## src/hw/rtl/tcwc_pkg.sv

```systemverilog
// ----------------------------------------------------------------------------
// tcwc_pkg
// Types, codes and helpers shared by the congestion window control core.
// ----------------------------------------------------------------------------
`timescale 1ns / 1ps
`default_nettype none

package tcwc_pkg;

  typedef enum logic [1:0] {
    ACT_OPEN    = 2'd0,
    ACT_ACK     = 2'd1,
    ACT_TIMEOUT = 2'd2
  } action_e;

  localparam logic [1:0] CFG_MSS          = 2'd0;
  localparam logic [1:0] CFG_INIT_WINDOW  = 2'd1;
  localparam logic [1:0] CFG_INIT_THRESH  = 2'd2;

  localparam logic [15:0] MSS_RESET          = 16'd1460;
  localparam logic [31:0] INIT_WINDOW_RESET  = 32'd1460;
  localparam logic [31:0] INIT_THRESH_RESET  = 32'd65535;

  localparam logic PHASE_SLOW_START = 1'b0;
  localparam logic PHASE_CONG_AVOID = 1'b1;

  localparam logic [7:0] DUP_TRIGGER = 8'd3;
  localparam logic [7:0] DUP_MAX     = 8'd255;

  typedef struct packed {
    logic [1:0]  action;
    logic [31:0] start_sequence;
    logic [15:0] peer_window_in;
    logic [31:0] acked_number;
    logic [15:0] segment_length;
  } tcwc_in_t;

  typedef struct packed {
    logic [31:0] window_now;
    logic [31:0] threshold_now;
    logic        phase;
    logic [31:0] next_sequence;
    logic [7:0]  duplicate_count;
    logic        retransmit;
    logic [31:0] send_budget;
  } tcwc_out_t;

  typedef struct packed {
    logic [15:0] mss;
    logic [31:0] init_window;
    logic [31:0] init_thresh;
  } tcwc_cfg_t;

  typedef struct packed {
    logic [31:0] cwnd;
    logic [31:0] ssthresh;
    logic        phase;
    logic [31:0] snd_seq;
    logic [7:0]  dup_cnt;
    logic [15:0] peer_win;
  } tcwc_state_t;

  function automatic logic [31:0] sat_add32(input logic [31:0] a, input logic [31:0] b);
    logic [32:0] s;
    s = {1'b0, a} + {1'b0, b};
    return s[32] ? 32'hFFFF_FFFF : s[31:0];
  endfunction

endpackage

`default_nettype wire

```

## src/hw/rtl/tcwc_cfg_regs.sv

```systemverilog
// ----------------------------------------------------------------------------
// tcwc_cfg_regs
// Configuration registers: segment size, initial window and initial threshold.
// ----------------------------------------------------------------------------
`timescale 1ns / 1ps
`default_nettype none

module tcwc_cfg_regs (
  input  wire logic              clk_i,
  input  wire logic              rst_ni,
  input  wire logic              cfg_we_i,
  input  wire logic [1:0]        cfg_idx_i,
  input  wire logic [31:0]       cfg_wdata_i,
  output tcwc_pkg::tcwc_cfg_t    cfg_o
);
  import tcwc_pkg::*;

  tcwc_cfg_t cfg_q, cfg_d;

  always_comb begin
    cfg_d = cfg_q;
    if (cfg_we_i) begin
      case (cfg_idx_i)
        CFG_MSS:         cfg_d.mss         = cfg_wdata_i[15:0];
        CFG_INIT_WINDOW: cfg_d.init_window = cfg_wdata_i;
        CFG_INIT_THRESH: cfg_d.init_thresh = cfg_wdata_i;
        default:         cfg_d = cfg_q;
      endcase
    end
  end

  always_ff @(posedge clk_i or negedge rst_ni) begin
    if (!rst_ni) begin
      cfg_q.mss         <= MSS_RESET;
      cfg_q.init_window <= INIT_WINDOW_RESET;
      cfg_q.init_thresh <= INIT_THRESH_RESET;
    end else begin
      cfg_q <= cfg_d;
    end
  end

  assign cfg_o = cfg_q;

endmodule

`default_nettype wire

```

## src/hw/rtl/tcwc_update.sv

```systemverilog
// ----------------------------------------------------------------------------
// tcwc_update
// Next-state and result logic for one event against the connection state.
// ----------------------------------------------------------------------------
`timescale 1ns / 1ps
`default_nettype none

module tcwc_update (
  input  wire tcwc_pkg::tcwc_state_t state_i,
  input  wire tcwc_pkg::tcwc_in_t    item_i,
  input  wire tcwc_pkg::tcwc_cfg_t   cfg_i,
  output tcwc_pkg::tcwc_state_t      state_o,
  output tcwc_pkg::tcwc_out_t        res_o
);
  import tcwc_pkg::*;

  logic [31:0] mss32;
  logic [31:0] mss3;
  logic [31:0] half_cwnd;
  logic [31:0] cwnd_dbl;
  logic [31:0] cwnd_step;
  logic [7:0]  dup_inc;
  logic        resend;
  logic [31:0] peer32;

  assign mss32     = {16'h0000, cfg_i.mss};
  assign mss3      = sat_add32(mss32, {15'h0000, cfg_i.mss, 1'b0});
  assign half_cwnd = {1'b0, state_i.cwnd[31:1]};
  assign cwnd_dbl  = sat_add32(state_i.cwnd, state_i.cwnd);
  assign cwnd_step = sat_add32(state_i.cwnd, mss32);
  assign dup_inc   = (state_i.dup_cnt == DUP_MAX) ? state_i.dup_cnt : state_i.dup_cnt + 8'd1;

  always_comb begin
    state_o = state_i;
    resend  = 1'b0;
    case (action_e'(item_i.action))
      ACT_OPEN: begin
        state_o.snd_seq  = item_i.start_sequence;
        state_o.peer_win = item_i.peer_window_in;
        state_o.cwnd     = cfg_i.init_window;
        state_o.ssthresh = cfg_i.init_thresh;
        state_o.phase    = PHASE_SLOW_START;
        state_o.dup_cnt  = 8'd0;
      end
      ACT_ACK: begin
        if (item_i.acked_number < state_i.snd_seq) begin
          state_o.dup_cnt = dup_inc;
          if (dup_inc == DUP_TRIGGER) begin
            // Fast retransmit: halve, inflate by three segments, rewind.
            state_o.ssthresh = half_cwnd;
            state_o.cwnd     = sat_add32(half_cwnd, mss3);
            state_o.snd_seq  = item_i.acked_number;
            resend           = 1'b1;
          end else if (dup_inc > DUP_TRIGGER) begin
            state_o.cwnd = cwnd_step;
          end
        end else begin
          state_o.snd_seq = state_i.snd_seq + {16'h0000, item_i.segment_length};
          state_o.dup_cnt = 8'd0;
          if (state_i.phase == PHASE_SLOW_START) begin
            state_o.cwnd = cwnd_dbl;
            if (cwnd_dbl >= state_i.ssthresh) begin
              state_o.phase = PHASE_CONG_AVOID;
            end
          end else begin
            state_o.cwnd = cwnd_step;
          end
        end
      end
      ACT_TIMEOUT: begin
        state_o.ssthresh = half_cwnd;
        state_o.cwnd     = mss32;
        state_o.phase    = PHASE_SLOW_START;
        state_o.dup_cnt  = 8'd0;
        resend           = 1'b1;
      end
      default: state_o = state_i;
    endcase
  end

  assign peer32 = {16'h0000, state_o.peer_win};

  always_comb begin
    res_o.window_now      = state_o.cwnd;
    res_o.threshold_now   = state_o.ssthresh;
    res_o.phase           = state_o.phase;
    res_o.next_sequence   = state_o.snd_seq;
    res_o.duplicate_count = state_o.dup_cnt;
    res_o.retransmit      = resend;
    res_o.send_budget     = (state_o.cwnd < peer32) ? state_o.cwnd : peer32;
  end

endmodule

`default_nettype wire

```

## src/hw/rtl/tcwc_out_stage.sv

```systemverilog
// ----------------------------------------------------------------------------
// tcwc_out_stage
// Result register with valid/ready towards the consumer.
// ----------------------------------------------------------------------------
`timescale 1ns / 1ps
`default_nettype none

module tcwc_out_stage (
  input  wire logic                clk_i,
  input  wire logic                rst_ni,
  input  wire logic                load_i,
  input  wire tcwc_pkg::tcwc_out_t data_i,
  output logic                     free_o,
  output logic                     out_valid_o,
  input  wire logic                out_ready_i,
  output tcwc_pkg::tcwc_out_t      out_data_o
);
  import tcwc_pkg::*;

  logic      valid_q, valid_d;
  tcwc_out_t data_q;

  // The register can take a new item when it is empty or is being drained.
  assign free_o  = !valid_q || out_ready_i;
  assign valid_d = load_i || (valid_q && !out_ready_i);

  always_ff @(posedge clk_i or negedge rst_ni) begin
    if (!rst_ni) begin
      valid_q <= 1'b0;
    end else begin
      valid_q <= valid_d;
    end
  end

  always_ff @(posedge clk_i) begin
    if (load_i) begin
      data_q <= data_i;
    end
  end

  assign out_valid_o = valid_q;
  assign out_data_o  = data_q;

endmodule

`default_nettype wire

```

## src/hw/rtl/tcp_congestion_window_control_core.sv

```systemverilog
// ----------------------------------------------------------------------------
// tcp_congestion_window_control_core
// Sender-side Reno congestion window control, one event per item.
// ----------------------------------------------------------------------------
//  Channel  Direction  Handshake                  Payload
//  in       input      in_valid_i / in_ready_o    tcwc_in_t  (event)
//  out      output     out_valid_o / out_ready_i  tcwc_out_t (state report)
//  cfg      input      cfg_we_i, no wait          cfg_idx_i, cfg_wdata_i
//
//  One item per cycle sustained while out_ready_i stays high; each item passes
//  the input register, then the result register, from acceptance to result.
//  The connection state register is updated as an item moves into
//  the result register, so back-to-back events see each other's effects.
//  Reset clears the connection state to zero and loads the register defaults.
//  A stalled result holds in the output register while the input register
//  still takes one more item; in_ready_o then drops until the result drains.
// ----------------------------------------------------------------------------
`timescale 1ns / 1ps
`default_nettype none

module tcp_congestion_window_control_core (
  input  wire logic               clk_i,
  input  wire logic               rst_ni,
  input  wire logic               in_valid_i,
  output logic                    in_ready_o,
  input  wire tcwc_pkg::tcwc_in_t in_data_i,
  output logic                    out_valid_o,
  input  wire logic               out_ready_i,
  output tcwc_pkg::tcwc_out_t     out_data_o,
  input  wire logic               cfg_we_i,
  input  wire logic [1:0]         cfg_idx_i,
  input  wire logic [31:0]        cfg_wdata_i
);
  import tcwc_pkg::*;

  tcwc_cfg_t   cfg;
  tcwc_state_t state_q, state_d;
  tcwc_out_t   res;
  tcwc_in_t    in_data_q;
  logic        in_valid_q, in_valid_d;
  logic        out_free;
  logic        advance;

  tcwc_cfg_regs u_cfg (
    .clk_i       (clk_i),
    .rst_ni      (rst_ni),
    .cfg_we_i    (cfg_we_i),
    .cfg_idx_i   (cfg_idx_i),
    .cfg_wdata_i (cfg_wdata_i),
    .cfg_o       (cfg)
  );

  tcwc_update u_update (
    .state_i (state_q),
    .item_i  (in_data_q),
    .cfg_i   (cfg),
    .state_o (state_d),
    .res_o   (res)
  );

  tcwc_out_stage u_out (
    .clk_i       (clk_i),
    .rst_ni      (rst_ni),
    .load_i      (advance),
    .data_i      (res),
    .free_o      (out_free),
    .out_valid_o (out_valid_o),
    .out_ready_i (out_ready_i),
    .out_data_o  (out_data_o)
  );

  assign advance    = in_valid_q && out_free;
  assign in_ready_o = !in_valid_q || out_free;
  assign in_valid_d = (in_valid_i && in_ready_o) || (in_valid_q && !out_free);

  always_ff @(posedge clk_i or negedge rst_ni) begin
    if (!rst_ni) begin
      in_valid_q <= 1'b0;
      state_q    <= '0;
    end else begin
      in_valid_q <= in_valid_d;
      if (advance) begin
        state_q <= state_d;
      end
    end
  end

  always_ff @(posedge clk_i) begin
    if (in_valid_i && in_ready_o) begin
      in_data_q <= in_data_i;
    end
  end

endmodule

`default_nettype wire

```

## config.mk

```make
export PLATFORM = sky130hd
export DESIGN_NAME = tcp_congestion_window_control_core
export DESIGN_NICKNAME = d
export VERILOG_FILES = /design/src/hw/rtl/tcwc_pkg.sv /design/src/hw/rtl/tcwc_cfg_regs.sv /design/src/hw/rtl/tcwc_update.sv /design/src/hw/rtl/tcwc_out_stage.sv /design/src/hw/rtl/tcp_congestion_window_control_core.sv
export SDC_FILE = /design/constraint.sdc
export NUM_CORES = 1
export LEC_CHECK = 0
export BUFFER_PORTS_ARGS = -buffer_cell sky130_fd_sc_hd__buf_2
export CAP_MARGIN = 10
export CORE_UTILIZATION = 40
export DETAILED_ROUTE_END_ITERATION = 10
export SETUP_SLACK_MARGIN = 0.2
export SYNTH_ARGS = -nofsm -noshare
export SYNTH_HDL_FRONTEND = slang
export SYNTH_SLANG_ARGS = --single-unit
```

## constraint.sdc

```tcl
create_clock -name clk_i -period 8.85 [get_ports clk_i]
set_input_delay 0.4425 -clock clk_i [delete_from_list [all_inputs] [get_ports clk_i]]
set_output_delay 0.4425 -clock clk_i [all_outputs]
set_load 0.01 [all_outputs]
```

=== Yosys cells after proc, flatten, opt, wreduce, memory -nomap -nowiden ===
Cells that the tools add are included.

* $add $sub $neg: 6
* $lt $le $gt $ge: 4
* Equality and inequality tests: 6
* Mux-type cells: 24
* Reduce and logical (&&, ||, !) cells: 18

{| class="wikitable"
|+ Operators by type and width
! operator !! count
|-
| 32-bit two-way mux || 11
|-
| 65-bit one-hot mux with 3 select lines || 1
|-
| 32-bit one-hot mux with 2 select lines || 1
|-
| 40-bit two-way mux || 1
|-
| 31-bit by 32-bit adder with 33-bit output || 1
|-
| 32-bit by 16-bit adder with 33-bit output || 1
|-
| 32-bit by 32-bit adder with 33-bit output || 1
|-
| 32-bit by 16-bit adder with 32-bit output || 1
|-
| 32-bit >= comparator || 1
|-
| 32-bit by 16-bit < comparator with 1-bit output || 1
|-
| 32-bit < comparator || 1
|-
| 16-bit two-way mux || 2
|-
| 16-bit by 17-bit adder with 18-bit output || 1
|-
| 8-bit one-hot mux with 2 select lines || 1
|-
| 8-bit by 1-bit adder with 8-bit output (second input constant) || 1
|-
| 8-bit by 2-bit == test with 1-bit output (second input constant) || 1
|-
| 8-bit == test (second input constant) || 1
|-
| 8-bit by 2-bit > comparator with 1-bit output (second input constant) || 1
|-
| 8-bit two-way mux || 1
|-
| 2-bit AND reduction || 3
|-
| 1-bit two-way mux || 5
|-
| 2-bit by 1-bit == test with 1-bit output (second input constant) || 2
|-
| 2-bit == test (second input constant) || 2
|-
| 1-bit logical AND || 4
|-
| other kinds (5) || 12
|}

* Register bits: 439
* Input port bits: 137
* Output and inout bits: 140
* Word-level logic and storage cells: 82

=== Logic depth before layout (Yosys ltp) ===
* Word-level depth: 9
* Depth in mapped cells: 36
* Depth with buffers taken out: 34

=== By module ===
Synthesis repeated with hierarchy kept, for this count alone.

* Cell total of the unflattened synthesis: 2491
* Area total of the unflattened synthesis: 26977.1 um^2

{| class="wikitable"
|+ Modules (own cells, without submodules)
! module !! instances !! cells each !! area each (um^2) !! seq. area each (um^2)
|-
| tcwc_update || 1 || 1821 || 11906.4 || 0.0
|-
| tcp_congestion_window_control_core || 1 || 359 || 7851.3 || 5995.8
|-
| tcwc_out_stage || 1 || 141 || 4191.5 || 4169.0
|-
| tcwc_cfg_regs || 1 || 170 || 3027.9 || 2037.0
|}

=== Least setup slack after synthesis ===
No wires, ideal clock.

* Kind: reg-to-reg
* Start: register u_cfg.cfg_q, in the netlist u_cfg.cfg_o[65]
* End: register u_out.data_q, in the netlist u_out.out_data_o[0], data pin
* Library setup time: 0.260 ns
* Data arrival time: 6.616 ns
* Data required time: 8.590 ns
* Setup slack: 1.974 ns
* Cell stages (with the launch flop): 33
* Path buffers: 0
* Clock period less this slack: 6.876 ns
* Cells stage by stage: dfrtp_1 -> ha_1 -> inv_1 -> fa_1 -> nor2b_1 -> o21ai_0 -> a21boi_0 -> o21ai_0 -> a21boi_0 -> nor2_1 -> ha_1 -> nand3_1 -> nor4_1 -> nor2_1 -> and3_1 -> o311ai_0 -> nand3_1 -> o21ai_0 -> a222oi_1 -> a21oi_1 -> ha_1 -> a21o_1 -> a21o_1 -> a21o_1 -> a21o_1 -> a21oi_1 -> nor2b_1 -> o21ai_0 -> o311ai_0 -> or4_1 -> or4_1 -> nor4b_4 -> mux2_2

{| class="wikitable"
|+ RTL lines
! element !! line !! text
|-
| from (decl) || tcwc_cfg_regs.sv:18 || <nowiki>tcwc_cfg_t cfg_q, cfg_d;</nowiki>
|-
| from (signal assigned) || tcwc_cfg_regs.sv:38 || <nowiki>cfg_q <= cfg_d;</nowiki>
|-
| to (signal assigned) || tcwc_out_stage.sv:37 || <nowiki>data_q <= data_i;</nowiki>
|-
| to (decl) || tcwc_out_stage.sv:21 || <nowiki>tcwc_out_t data_q;</nowiki>
|}

==> out/metrics.yaml <==
wirelength_um: 84800
start_kind: "register"
fmax_ghz: 0.128
critPathTopFamily: "compound AO/OA/AOI/OAI gates"
final_antenna_net_count: 0
overflow: 0
cp.arrival_ns: 8.14
period_minus_slack_ns: 7.79
start_util: 0.405
dieArea_mm2: 0.0647
rows: 92
critPathCaptureType: "register"
portBuffers: 276
intPower_mw: 5.33
p_sw_mw: 3.66
drc: 0
cts_tree: "yes"
die_h_um: 254
ir_drop_mv: 0.191
vias: 21769
setup_tns_ns: 0
cts_max_level: 2
synth_fa_ha_area_frac: 0.0773
stdcell_count: 3779
clkSlewWorstSetupHoldPaths_ns: 0.06
synth_edf_count: 236
ff_latch_area_mm2: 0.0122
antenna_found_initial: 2
avgSynthCellArea_um2: 9.96
grtUsageTotal: 0.258
nets: 3185
worst-endpoint-required_ns: 9.20
p_total_mw: 8.99
rsz0062_at_grt: "no"
worstHoldPathType: "primary input to register"
gp_congestion: 0.957
grt_pass1_vias: 21248
cts_buffer_depth: 3
synth_top_family_by_area: "compound AO/OA/AOI/OAI gates"
fill_cells: 5831
yosysMostFrequentCell: "nand2_1"
maxCapViolations: 0
synth_top_cell_area_share: 0.278
multi_input_area_mm2: 0.0123
dr.pass1.iters: 6
met1_length_um: 35000
worstPathMaxFanout: 9
powerDensity_mw_per_mm2: 296
cts_root_buf: "clkbuf_16"
finalSetupViolations: 0
synth_warnings: 0
clock-sinks: 439
worstSetupPathType: "register to register"
wl_per_cell_um: 22.4
layout_setup_ws_ns: 1.06
avgViaCountPerCell: 5.76
clock_skew_ns: 0.0292
status: "complete, no violations"
yosys-top-cells-area: "edfxtp_1 (28%), dfrtp_1 (17%), ha_1 (7.4%)"
async_reset_ff_frac: 0.462
hold_violations: 0
area_growth_pct: 19.4
netlist_top_cells_count: "nand2_1 (308), edfxtp_1 (236), o21ai_0 (227)"
utilization: 0.483
power.static_leakage_nw: 12.8
clkLatencyLatePin_ns: 0.62
muxShareOfSynthArea: 0.0557
p_clk_frac: 0.236
seqPwrFrac: 0.337
dp_hpwl_um: 59800
ioPinCount: 277
top_layer_used: "met5"
p_comb_frac: 0.427
cts_buffers: 49
wl_met2_um: 40700
synth_seq_area_share: 0.479
slew_headroom: 0.182
synth_xor_xnor_area_share: 0.0227
worst_pin_slew_ns: 1.22
grt_pass1_wl_um: 127000
place_ws_ns: 0.888
synth.cell_area_mm2: 0.0255
ys.flop_type: "edfxtp_1"
n_antenna_cell: 0
slew_viol_final: 0
synth_cell_types: 81
critical_path_buf_inv_count: 2
ys_seq_elements: 439
drt-initial-drc-count: 1869
synth-simple-area-share: 0.123
grt_start_max_net_pins: 110
wl_met3_um: 5540
dp_cells: 3601
cp_slowest_cell: "or4_1"
synthCells: 2557
slowest_delay_ns: 0.54
core_region_area_mm2: 0.0630
drive_gt1_frac: 0.198
synth_compound_area_frac: 0.200
swShare: 0.407
die_x_um: 254
fin_crit_sh: 0.880
synth_top_cell_by_area: "edfxtp_1"
## power by group through the flow
stage	combinational (mW)	clock, mW	sequential, mW
floorplan	2.63	0	2.92
finish	3.84	2.12	3.03
global route	4.23	2.24	3.07
CTS	3.80	2.17	3.02
detailed placement	3.75	0	3.06
global placement	3.70	0	3.05
## sequential cells by signal, indices dropped and copies added, names as in the netlist
signal             cells
u_out.out_valid_o      1
u_out.out_data_o     138
in_valid_q             1
u_cfg.cfg_o           80
in_data_q             98
state_q              121
## metrics by stage
step | hold WS (ns) | cell area [um2]
floorplan | 0.147 | 25500
global placement | 0.464 | 27900
detailed placement | 0.470 | 27900
CTS | 0.00112 | 30400
global route | 0.00111 | 30400
finish | 0.0247 | 30400
## layout make-up
cell class / count / area share
Inverter: 133 / 0.0167
Clock buffer: 59 / 0.0429
Tap cell: 846 / 0.0348
Timing Repair Buffer: 421 / 0.0883
Multi-Input combinational cell: 1849 / 0.405
Sequential cell: 439 / 0.401
Clock inverter: 32 / 0.0114
## path summary, 6_finish.rpt
path                            depth (start not counted)                    to  slack [ns]             from
worst max-delay path                                   33  u_out.out_data_o[10]        1.06  u_cfg.cfg_o[65]
worst min-delay path                                    1         in_data_q[86]        0.02    in_data_i[86]
worst max register to register                         33  u_out.out_data_o[10]        1.06  u_cfg.cfg_o[65]
worst min register to register                          2           state_q[15]        0.48      state_q[15]
max in group asynchronous                               3          state_q[103]        6.88           rst_ni
min in group asynchronous                               2           state_q[68]        0.46           rst_ni
## placed cells by master (no fill, tap or decap), types with 62 or more instances in the layout
cell type	netlist	final
dlygate4sd3_1	0	83
buf_2	3	275
o21ai_0	227	226
mux2_2	92	92
nand2_1	308	306
dfrtp_1	175	175
buf_4	0	62
nor2_1	159	158
ha_1	151	147
inv_1	132	131
a21oi_1	201	201
edfxtp_1	236	236
## layer usage
metal | global-route usage | vias up
met1 | 0.326 | 10624
met5 | 0 | -
met3 | 0.0449 | 172
met2 | 0.433 | 823
li1 | - | 10146
met4 | 0.111 | 4
## logic make-up (layout without fill, tap and decap cells)
family | after synthesis | in the layout
and+or+nand+nor | 686 | 686
other | 1 | 16
adders and majority gates | 155 | 155
AOI/OAI and AO/OA | 796 | 796
DFF | 439 | 439
buffers and inverters | 284 | 645
xor gates and xnor gates | 66 | 66
muxes | 130 | 130
## timing repair
item                                    in CTS  in global routing
endpoints found under the setup margin       0                 14
setup buffers                                0                  3
gates resized for setup                      0                  0
endpoints found under the hold margin      152                  2
hold buffers                                81                  2
## worst register-to-register path, delay by kind of cell (launching register included)
| family | cells | cell delay (ns) |
|---|---|---|
| AOI/OAI and AO/OA | 16 | 2.87 |
| and+or+nand+nor | 10 | 2.26 |
| adders and majority gates | 4 | 1.32 |
| DFF | 1 | 0.47 |
| muxes | 1 | 0.36 |
| buffers and inverters | 2 | 0.26 |
Note: power is estimated with default switching activity, not from simulation.
